$ cat src/rtl/nvrc_pkg.sv
// Package: shared types and constants for the NV21 crop block.
`default_nettype none
package nvrc_pkg;

  // Configuration register indexes
  typedef enum logic [2:0] {
    REG_SRC_WIDTH   = 3'd0,
    REG_SRC_HEIGHT  = 3'd1,
    REG_ROI_LEFT    = 3'd2,
    REG_ROI_TOP     = 3'd3,
    REG_CROP_WIDTH  = 3'd4,
    REG_CROP_HEIGHT = 3'd5
  } reg_idx_t;

  localparam int CfgIdxW  = 3;
  localparam int CfgDataW = 13;
  localparam int DimW     = 13;
  localparam int OffW     = 12;

  // Result queue depth between classifier and output
  localparam int QDepth = 4;
  localparam int QAddrW = $clog2(QDepth);

  typedef struct packed {
    logic [DimW-1:0] src_width;
    logic [DimW-1:0] src_height;
    logic [OffW-1:0] roi_left;
    logic [OffW-1:0] roi_top;
    logic [DimW-1:0] crop_width;
    logic [DimW-1:0] crop_height;
  } cfg_t;

  typedef struct packed {
    logic [7:0] pixel_byte;
    logic       frame_last;
    logic       geometry_error;
  } res_item_t;

endpackage
`default_nettype wire

$ cat src/rtl/nv21_roi_crop.sv
// Each kept beat is written into the result queue as it is accepted.
// Throughput: one source beat per cycle; in_full rises only when the 4-entry result
//   queue is full, which takes cycles without a pop; a pop there frees a slot next cycle.
// Reset (rst_n low, synchronous): registers return to 640x480 source, 320x240 crop at
//   the origin; the raster position returns to the first luma byte; the queue empties.
// Top level: NV21 region-of-interest crop with configuration registers.
`default_nettype none
module nv21_roi_crop #(
  parameter int MAX_WIDTH  = 4096,
  parameter int MAX_HEIGHT = 4096
) (
  input  wire logic                          clk,
  input  wire logic                          rst_n,
  // configuration write port
  input  wire logic                          cfg_we,
  input  wire logic [nvrc_pkg::CfgIdxW-1:0]  cfg_index,
  input  wire logic [nvrc_pkg::CfgDataW-1:0] cfg_wdata,
  // source beats
  input  wire logic                          in_push,
  output logic                               in_full,
  input  wire logic [7:0]                    in_source_byte,
  // result beats
  output logic                               out_empty,
  input  wire logic                          out_pop,
  output logic [7:0]                         out_pixel_byte,
  output logic                               out_frame_last,
  output logic                               out_geometry_error
);
  import nvrc_pkg::*;

  cfg_t      cfg_r, cfg_nxt;
  res_item_t wr_item, rd_item;
  logic      wr_en, in_acc, q_full, q_empty;

  // Register writes; an index past the list is ignored.
  always_comb begin
    cfg_nxt = cfg_r;
    if (cfg_we) begin
      unique case (cfg_index)
        REG_SRC_WIDTH:   cfg_nxt.src_width   = cfg_wdata[DimW-1:0];
        REG_SRC_HEIGHT:  cfg_nxt.src_height  = cfg_wdata[DimW-1:0];
        REG_ROI_LEFT:    cfg_nxt.roi_left    = cfg_wdata[OffW-1:0];
        REG_ROI_TOP:     cfg_nxt.roi_top     = cfg_wdata[OffW-1:0];
        REG_CROP_WIDTH:  cfg_nxt.crop_width  = cfg_wdata[DimW-1:0];
        REG_CROP_HEIGHT: cfg_nxt.crop_height = cfg_wdata[DimW-1:0];
        default:         cfg_nxt = cfg_r;
      endcase
    end
  end

  always_ff @(posedge clk) begin
    if (!rst_n) begin
      cfg_r.src_width   <= DimW'(640);
      cfg_r.src_height  <= DimW'(480);
      cfg_r.roi_left    <= '0;
      cfg_r.roi_top     <= '0;
      cfg_r.crop_width  <= DimW'(320);
      cfg_r.crop_height <= DimW'(240);
    end else begin
      cfg_r <= cfg_nxt;
    end
  end

  // Take a beat whenever the queue has room; the front writes at most one result.
  assign in_full = q_full;
  assign in_acc  = in_push && !q_full;

  nvrc_front #(
    .MAX_WIDTH  (MAX_WIDTH),
    .MAX_HEIGHT (MAX_HEIGHT)
  ) u_front (
    .clk     (clk),
    .rst_n   (rst_n),
    .cfg     (cfg_r),
    .in_acc  (in_acc),
    .in_byte (in_source_byte),
    .wr_en   (wr_en),
    .wr_item (wr_item)
  );

  nvrc_queue u_queue (
    .clk     (clk),
    .rst_n   (rst_n),
    .wr_en   (wr_en),
    .wr_item (wr_item),
    .rd_en   (out_pop),
    .rd_item (rd_item),
    .full    (q_full),
    .empty   (q_empty)
  );

  // Present the oldest result
  assign out_empty          = q_empty;
  assign out_pixel_byte     = rd_item.pixel_byte;
  assign out_frame_last     = rd_item.frame_last;
  assign out_geometry_error = rd_item.geometry_error;

`ifndef SYNTHESIS
  a_err_zero_byte: assert property (@(posedge clk) disable iff (!rst_n)
    (!out_empty && out_geometry_error) |-> (out_pixel_byte == 8'd0 && !out_frame_last))
    else $error("error result carries data");
  a_full_stall: assert property (@(posedge clk) disable iff (!rst_n)
    (in_full && !out_pop) |=> in_full)
    else $error("queue drained without a pop");
  a_cfg_hold: assert property (@(posedge clk) disable iff (!rst_n)
    !cfg_we |=> $stable(cfg_r))
    else $error("register changed without a write");
`endif

endmodule
`default_nettype wire

$ cat src/rtl/nvrc_front.sv
// Front part: frame position counters and keep/drop classification of each beat.
`default_nettype none
module nvrc_front #(
  parameter int MAX_WIDTH  = 4096,
  parameter int MAX_HEIGHT = 4096
) (
  input  wire logic               clk,
  input  wire logic               rst_n,
  input  nvrc_pkg::cfg_t          cfg,
  input  wire logic               in_acc,
  input  wire logic [7:0]         in_byte,
  output logic                    wr_en,
  output nvrc_pkg::res_item_t     wr_item
);
  import nvrc_pkg::*;

  localparam int CW  = (MAX_WIDTH  > 2) ? $clog2(MAX_WIDTH)  : 1;
  localparam int RW  = (MAX_HEIGHT > 2) ? $clog2(MAX_HEIGHT) : 1;
  localparam int MW  = (CW > RW) ? CW : RW;
  localparam int DW  = ((MW > DimW) ? MW : DimW) + 2;

  logic [CW-1:0] col_r, col_nxt;
  logic [RW-1:0] row_r, row_nxt;
  logic          chroma_r, chroma_nxt;

  logic [DW-1:0] sw, sh, maxw, maxh, ew, eh, limit;
  logic [DW-1:0] left, top, cwid, chgt, rfirst, rcount, rend, cend;
  logic [DW-1:0] colx, rowx, col_inc, row_inc;
  logic          bad, row_in, col_in, last;

  always_comb begin
    sw   = DW'(cfg.src_width);
    sh   = DW'(cfg.src_height);
    maxw = DW'(MAX_WIDTH);
    maxh = DW'(MAX_HEIGHT);
    ew   = (sw < DW'(2)) ? DW'(2) : ((sw > maxw) ? maxw : sw);
    eh   = (sh < DW'(2)) ? DW'(2) : ((sh > maxh) ? maxh : sh);
    left = DW'({cfg.roi_left[OffW-1:1], 1'b0});
    top  = DW'({cfg.roi_top[OffW-1:1], 1'b0});
    cwid = DW'(cfg.crop_width);
    chgt = DW'(cfg.crop_height);
    cend = left + cwid;
    bad  = (sw < DW'(2)) || (sw > maxw) || (sh < DW'(2)) || (sh > maxh) ||
           cfg.crop_width[0] || cfg.crop_height[0] ||
           (cend > sw) || ((top + chgt) > sh);
    rfirst = chroma_r ? (top >> 1) : top;
    rcount = chroma_r ? (chgt >> 1) : chgt;
    rend   = rfirst + rcount;
    colx   = DW'(col_r);
    rowx   = DW'(row_r);
    row_in = (rowx >= rfirst) && (rowx < rend);
    col_in = (colx >= left) && (colx < cend);
    last   = chroma_r && (rowx == rend - DW'(1)) && (colx == cend - DW'(1));
  end

  // Classify the beat
  always_comb begin
    wr_en   = 1'b0;
    wr_item = '0;
    if (in_acc) begin
      if (bad) begin
        if ((col_r == '0) && (row_r == '0) && !chroma_r) begin
          wr_en                  = 1'b1;
          wr_item.geometry_error = 1'b1;
        end
      end else if (row_in && col_in) begin
        wr_en              = 1'b1;
        wr_item.pixel_byte = in_byte;
        wr_item.frame_last = last;
      end
    end
  end

  // Advance the raster position
  always_comb begin
    col_inc    = colx + DW'(1);
    row_inc    = rowx + DW'(1);
    limit      = chroma_r ? (eh >> 1) : eh;
    col_nxt    = col_r;
    row_nxt    = row_r;
    chroma_nxt = chroma_r;
    if (in_acc) begin
      if (col_inc >= ew) begin
        col_nxt = '0;
        if (row_inc >= limit) begin
          row_nxt    = '0;
          chroma_nxt = !chroma_r;
        end else begin
          row_nxt = row_inc[RW-1:0];
        end
      end else begin
        col_nxt = col_inc[CW-1:0];
      end
    end
  end

  always_ff @(posedge clk) begin
    if (!rst_n) begin
      col_r    <= '0;
      row_r    <= '0;
      chroma_r <= 1'b0;
    end else begin
      col_r    <= col_nxt;
      row_r    <= row_nxt;
      chroma_r <= chroma_nxt;
    end
  end

`ifndef SYNTHESIS
  a_err_at_start: assert property (@(posedge clk) disable iff (!rst_n)
    (wr_en && wr_item.geometry_error) |-> (col_r == '0 && row_r == '0 && !chroma_r))
    else $error("error result away from frame start");
  a_no_beat_no_result: assert property (@(posedge clk) disable iff (!rst_n)
    wr_en |-> in_acc)
    else $error("result without input beat");
  a_last_in_chroma: assert property (@(posedge clk) disable iff (!rst_n)
    (wr_en && wr_item.frame_last) |-> (chroma_r && !wr_item.geometry_error))
    else $error("frame_last outside chroma plane");
  a_row_wrap: assert property (@(posedge clk) disable iff (!rst_n)
    (in_acc && chroma_r != chroma_nxt) |-> (col_nxt == '0 && row_nxt == '0))
    else $error("plane switch without position wrap");
`endif

endmodule
`default_nettype wire

$ cat src/rtl/nvrc_queue.sv
// Back part: short result queue that presents the oldest result to the output side.
`default_nettype none
module nvrc_queue (
  input  wire logic           clk,
  input  wire logic           rst_n,
  input  wire logic           wr_en,
  input  nvrc_pkg::res_item_t wr_item,
  input  wire logic           rd_en,
  output nvrc_pkg::res_item_t rd_item,
  output logic                full,
  output logic                empty
);
  import nvrc_pkg::*;

  res_item_t         mem [QDepth];
  logic [QAddrW-1:0] wptr_r, wptr_nxt, rptr_r, rptr_nxt;
  logic [QAddrW:0]   cnt_r, cnt_nxt;
  logic              do_wr, do_rd;

  assign full    = (cnt_r == (QAddrW+1)'(QDepth));
  assign empty   = (cnt_r == '0);
  assign do_wr   = wr_en && !full;
  assign do_rd   = rd_en && !empty;
  assign rd_item = mem[rptr_r];

  always_comb begin
    wptr_nxt = do_wr ? wptr_r + QAddrW'(1) : wptr_r;
    rptr_nxt = do_rd ? rptr_r + QAddrW'(1) : rptr_r;
    cnt_nxt  = cnt_r;
    if (do_wr && !do_rd) begin
      cnt_nxt = cnt_r + (QAddrW+1)'(1);
    end else if (do_rd && !do_wr) begin
      cnt_nxt = cnt_r - (QAddrW+1)'(1);
    end
  end

  always_ff @(posedge clk) begin
    if (do_wr) begin
      mem[wptr_r] <= wr_item;
    end
  end

  always_ff @(posedge clk) begin
    if (!rst_n) begin
      wptr_r <= '0;
      rptr_r <= '0;
      cnt_r  <= '0;
    end else begin
      wptr_r <= wptr_nxt;
      rptr_r <= rptr_nxt;
      cnt_r  <= cnt_nxt;
    end
  end

`ifndef SYNTHESIS
  a_cnt_bound: assert property (@(posedge clk) disable iff (!rst_n)
    cnt_r <= (QAddrW+1)'(QDepth))
    else $error("queue count overflow");
  a_no_drop: assert property (@(posedge clk) disable iff (!rst_n)
    wr_en |-> !full)
    else $error("result written into full queue");
  a_cnt_inc: assert property (@(posedge clk) disable iff (!rst_n)
    (do_wr && !do_rd) |=> (cnt_r == $past(cnt_r) + (QAddrW+1)'(1)))
    else $error("queue count did not advance on write");
  a_ptr_gap: assert property (@(posedge clk) disable iff (!rst_n)
    (wptr_r - rptr_r) == cnt_r[QAddrW-1:0])
    else $error("queue pointers disagree with count");
`endif

endmodule
`default_nettype wire

$ cat config.mk
export PLATFORM = sky130hd
export DESIGN_NAME = nv21_roi_crop
export DESIGN_NICKNAME = d
export VERILOG_FILES = /design/src/rtl/nvrc_pkg.sv /design/src/rtl/nv21_roi_crop.sv /design/src/rtl/nvrc_front.sv /design/src/rtl/nvrc_queue.sv
export SDC_FILE = /design/constraint.sdc
export NUM_CORES = 1
export LEC_CHECK = 0
export BUFFER_PORTS_ARGS = -buffer_cell sky130_fd_sc_hd__buf_2
export CAP_MARGIN = 0
export CORE_UTILIZATION = 60
export CTS_CLUSTER_DIAMETER = 100
export CTS_CLUSTER_SIZE = 12
export DETAILED_ROUTE_END_ITERATION = 7
export MAX_ROUTING_LAYER = met4
export PLACE_DENSITY_LB_ADDON = 0.25
export SLEW_MARGIN = 20
export SYNTH_ARGS = -nofsm -noshare
export SYNTH_HDL_FRONTEND = slang
export SYNTH_SLANG_ARGS = --single-unit
$ cat constraint.sdc
create_clock -name clk -period 8.96 [get_ports clk]
set_clock_uncertainty 0.1 [all_clocks]
set_input_delay 0 -clock clk [delete_from_list [all_inputs] [get_ports clk]]
set_output_delay 0 -clock clk [all_outputs]
set_load 0.01 [all_outputs]
# After elaboration in Yosys (flattened, before gate mapping)
# Memories as Yosys holds them, arrays and structs flattened. A register that Yosys moved wholly into a read port is not among the register bits.
# Index checks and enable logic that the tools add are counted.
[totals] reg_bits=108 mem_bits_rw=40 inputBits=29 out_inout_bits=12 word_cells=104 memories=1
[mem_list] memory="u_queue.mem" depth=4 word_bits=10 read_ports=1 rd_ports_with_merged_regs=1 write_ports=1 line="nvrc_queue.sv:15" text="res_item_t mem [QDepth];"
[classes] add_sub_neg=11 n_lt_le_gt_ge=12 eq_ne=8 muxes=23 reduce_logical=37
[ops] op="$mux W15" count=3
[ops] op="$mux W13" count=3
[ops] op="$mux W12" count=3
[ops] op="$eq A12 B15 Y1" count=2
[ops] op="$ge A15 B15 Y1" count=2
[ops] op="$gt A15 B13 Y1" count=2
[ops] op="$lt A12 B15 Y1" count=2
[ops] op="$sub A15 B1 Y15 const B" count=2
[ops] op="$add A12 B13 Y14" count=2
[ops] op="$add A12 B1 Y13 const B" count=2
[ops] op="$gt A13 B13 Y1 const B" count=2
[ops] op="$lt A13 B2 Y1 const B" count=2
[ops] op="$logic_not A12 Y1" count=2
[ops] op="$mux W9" count=2
[ops] op="$add A15 B15 Y15" count=1
[ops] op="$ge A12 B15 Y1" count=1
[ops] op="$reduce_and A2 Y1" count=7
[ops] op="$ge A12 B12 Y1" count=1
[ops] op="$logic_and A1 B1 Y1" count=12
[ops] op="$mux W10" count=1
[ops] op="$eq A3 B3 Y1 const B" count=3
[ops] op="$logic_or A1 B1 Y1" count=7
[ops] op="$mux W1" count=7
[ops] op="$eq A3 B2 Y1 const B" count=2
[ops] op="10 further kinds" count=18

# Longest topological paths before layout
[depth] word_depth=15 mapped_depth=27 depth_no_buf=26

# By module
# From an unflattened synthesis, not the netlist that was laid out.
[hier_totals] hier_cells=1334 hier_area_um2=11826.3
[by_module_without_submodules] module="nvrc_front" n_inst=1 cells_per_inst=960 area_each_um2=7056.8 seq_area_each_um2=500.5
[by_module_without_submodules] module="nv21_roi_crop" n_inst=1 cells_per_inst=274 area_each_um2=2845.2 seq_area_each_um2=1521.5
[by_module_without_submodules] module="nvrc_queue" n_inst=1 cells_per_inst=100 area_each_um2=1924.3 seq_area_each_um2=1381.3

# Least setup slack after synthesis
# No wires, ideal clock.
[synth_path] path_type="register to register" from="reg u_front.chroma_r" to="reg u_queue.cnt_r[2]" setup_time_ps=76 t_arrival_ps=5642 t_required_ps=8784 path_slack_ps=3142 stages_incl_launch_ff=26 n_path_buf=2 synth_period_minus_slack_ps=5818 path_cell_list="dfxtp_1 > clkbuf_1 > clkbuf_1 > mux2i_1 > inv_1 > ha_1 > a211oi_1 > o21a_1 > a211oi_1 > o31ai_1 > ha_1 > nand2_1 > a21oi_1 > o41ai_1 > a211oi_1 > o211ai_1 > a41oi_1 > o21ai_1 > or4b_1 > nand2_1 > ha_1 > inv_1 > fa_1 > xor2_1 > or3_1 > a21boi_0"
[synth_between] elab_chain_cells=12 word_cells_on_any_way=19 classes_between="add/sub (1); order compare (2); mux (7); reduce/logical (9)"
[synth_lines] element="start: declaration" line="nvrc_front.sv:24" text="logic chroma_r, chroma_nxt;"
[synth_lines] element="start signal: assignment" line="nvrc_front.sv:105" text="chroma_r <= chroma_nxt;"
[synth_lines] element="$mux W12 / $mux W13 (equally long branches)" line="nvrc_front.sv:46, nvrc_front.sv:47"
[synth_lines] element="$add A15 B15 Y15" line="nvrc_front.sv:48" text="rend = rfirst + rcount;"
[synth_lines] element="$lt A12 B15 Y1" line="nvrc_front.sv:51" text="row_in = (rowx >= rfirst) && (rowx < rend);"
[synth_lines] element="$logic_and A1 B1 Y1" line="nvrc_front.sv:51"
[synth_lines] element="$logic_and A1 B1 Y1" line="nvrc_front.sv:66" text="end else if (row_in && col_in) begin"
[synth_lines] element="$mux W1" line="nvrc_front.sv:66"
[synth_lines] element="$mux W1 *" line="nvrc_front.sv:61" text="if (bad) begin"
[synth_lines] element="$mux W1 *" line="nvrc_front.sv:60" text="if (in_acc) begin"
[synth_lines] element="$logic_and A1 B1 Y1 *" line="nvrc_queue.sv:22" text="assign do_wr = wr_en && !full;"
[synth_lines] element="named net u_queue.do_wr" line="nvrc_queue.sv:18" text="logic do_wr, do_rd;"
[synth_lines] element="$logic_not A1 Y1" line="nvrc_queue.sv:32" text="end else if (do_rd && !do_wr) begin"
[synth_lines] element="$logic_and A1 B1 Y1" line="nvrc_queue.sv:32"
[synth_lines] element="$reduce_bool A2 Y1 (no source line)"
[synth_lines] element="end signal: assignment" line="nvrc_queue.sv:51" text="cnt_r <= cnt_nxt;"
[synth_lines] element="end: declaration" line="nvrc_queue.sv:17" text="logic [QAddrW:0] cnt_r, cnt_nxt;"
# The timed path passes the listed nets; every way through them passes the cells marked *.
# A chain may end at the register's enable or synchronous reset.

# Worst setup path after layout
# Same ends and word-level chain as after synthesis.

==> results.ini <==
[synth]
syn_area_mm2 = 0.0115
ys_async_sr_fraction_pct = 0
syn-num-nets = 1560
synth_area_leader_cell = dfxtp_1
synth.most_common_cell = nand2_1
synthTopCellsByArea = dfxtp_1, ha_1, edfxtp_1
synth_seq_cells = 148
ys_dominant_reg_cell = dfxtp_1
synth_top_area_share_pct = 18.8
synth_seq_area_share_pct = 29.2
synth_edf_count = 40
syn_inst = 1386
ys_types = 71
synth_area_per_cell_um2 = 8.31
yosysWarnings = 0
ys_top_cells_by_count = nand2_1, ha_1, dfxtp_1

[worst_setup_path]
worstPathCellList = mux2i_1, inv_1, ha_1, a211oi_1, o21a_1, a211oi_1, o31ai_1, ha_1, nand2_1, a21oi_1, o41ai_1, a211oi_1, o211ai_1, a41oi_1, o21ai_1, or4b_1, nand2_1, ha_1, inv_1, fa_1, xor2_1, or3_1, a21boi_0
arrival_ns = 7.09
cp_slowest_cell = dfxtp_2
crit_type = reg2reg
worst_setup_path_start_kind = flip-flop
crit_fanout = 56
path_buf_inv = 2
slowest_delay_ns = 1.04
crit_path_end_kind = flip-flop
crit_family = compound AO/OA/AOI/OAI gates
crit_required_ns = 9.23

[power_and_ir_drop]
p_seq_share_pct = 40.9
power_w = 0.00191
switching_power_w = 0.000611
p_int_w = 0.00130
power_frac_clock_pct = 38.2
powerDensity_mw_per_mm2 = 151
p_sw_share_pct = 31.9
power.leakage_nw = 5.35
combPwrFrac_pct = 21.0
ir_drop_uv = 144

[clock_tree]
cts_resized = 0
clock-sinks = 148
clk_latency_ns = 0.44
ctsHoldBuffers = 26
root_buffer = clkbuf_16
cts_tree = yes
cts_buffers = 17
cts_buffer_depth = 2
post_cts_buffers = 0
cts_htree_levels = 4
clkSlewWorstSetupHoldPaths_ns = 0.08

[sta]
fmax_ghz = 0.146
finalCriticalPeriod_ns = 6.83
worstMarginPinSlew_ns = 1.07
hold_viol = 0
period_share_pct = 76.2
setup_tns_ns = 0
setup_viol = 0
grt_setup_unrepaired = no
slew_violations = 0
relSlewSlack_pct = 28.8

[global_routing]
met1_usage_pct = 40.4
grt_pass1_wl_um = 47200
globalRouteMet3Util_pct = 4.03
use_met2_pct = 51.7
grt_usage_pct = 31.4
grt_pass1_vias = 9462
antenna_found_initial = 0
grt_max_degree = 89
grt_overflow = 0
grt-busiest-layer = met2

[drt]
ant_nets = 0
drtPass1Iterations = 8
routedWlPerCell_um = 17.6
drt-initial-drc-count = 722
vias = 9961
drt-total-wl_um = 29200
via_per_inst = 5.99
drc_errors = 0

[die]
initial_core_util_pct = 61.4
die_w_um = 141
io_pins = 41
die_h_um = 141
placementRows = 50
coreArea_mm2 = 0.0188
die_area_mm2 = 0.0198

[place]
dp_hpwl_um = 21900
globalplace.congestion = 0.944
port_buffers = 40
placed_cell_area_mm2 = 0.0118

[layout]
diodes = 0
syn2layout_area_growth_pct = 10.1
layout-drive-gt1-share_pct = 7.84
final_area_mm2 = 0.0127
finalNetCount = 1590
fin_util_pct = 67.6

[job]
maxCapViolCount = 0

[worst_hold_path]
hp-class = in2reg

[status]
status = finished, final reports clean

==> area by class of cell <==
cell class,instances,area [um^2]
clock buffer,17,425
clock inverter,15,181
fill,1538,6090
inverter,101,379
multi-input combinational,1079,7550
sequential,148,3360
tap,234,293
timing repair buffer,69,483
==> power groups by stage <==
stage | clock network [W] | registers (W) | logic [W]
floorplan | 0 | 0.000774 | 0.000298
global placement | 0 | 0.000796 | 0.000382
detailed placement | 0 | 0.000798 | 0.000389
CTS | 0.000735 | 0.000783 | 0.000400
global route | 0.000756 | 0.000789 | 0.000443
finish | 0.000730 | 0.000782 | 0.000402
==> metal layers <==
| layer | vias to the layer above | share of wire (%) |
|---|---|---|
| met5 | - | 0 |
| met2 | 321 | 46 |
| li1 | 4944 | - |
| met4 | 0 | 2.1 |
| met1 | 4643 | 45 |
| met3 | 53 | 6.4 |
==> layout by cell type (no fill, tap or decap), types with 26 or more instances in the layout <==
cell             n
a21oi_1         45
nor3_1          26
dfxtp_1        107
o21ai_0         60
inv_1          100
xor2_1          28
ha_1           141
buf_2           40
a21boi_0        63
nand2_1        237
nor2_1          76
edfxtp_1        40
nand3_1         41
dlygate4sd3_1   26
xnor2_1         64
==> state kept, by name, summed over array words and instances (netlist names), named ones only <==
register	flops
u_queue.rptr_r	2
cfg_r	74
u_front.col_r	12
u_front.row_r	12
u_queue.mem	40
u_front.chroma_r	1
u_queue.wptr_r	2
u_queue.cnt_r	3
==> final timing paths <==
kind               startpoint                to  slack (ns)  cells past startpoint
max          u_front.chroma_r  u_queue.cnt_r[2]        2.13                     23
max reg2reg  u_front.chroma_r  u_queue.cnt_r[2]        2.13                     23
min              cfg_index[1]         cfg_r[47]        0.07                      5
min reg2reg         cfg_r[16]         cfg_r[16]        0.39                      2
==> cells by family (layout without fill, tap and decap cells) <==
logic type	count (synthesis)	after routing	share of synthesized area [%]
simple gates	513	513	20.7
compound gates	290	290	17.1
buf+inv	159	202	5.22
mux	37	37	4.42
flops	148	148	29.2
xor+xnor	93	93	7.20
fa+ha+maj	146	146	16.1
==> worst min-delay path, cell delays in order <==
cell and delay, ns:
buf_2 0.12, nand2_1 0.08, nor2_1 0.18, nand2_1 0.12, a21boi_0 0.06
==> stage by stage <==
stage | hold slack [ns] | worst slack [ns] | cells
2_1_floorplan | 0.0240 | 3.14 | 1386
5_1_grt | 0.0961 | 1.57 | 1663
4_1_cts | 0.0495 | 2.20 | 1663
6_report | 0.0653 | 2.13 | 1663
3_3_place_gp | 0.199 | 2.44 | 1605
3_5_place_dp | 0.206 | 2.27 | 1605
Power figures use the tool's default switching activity.
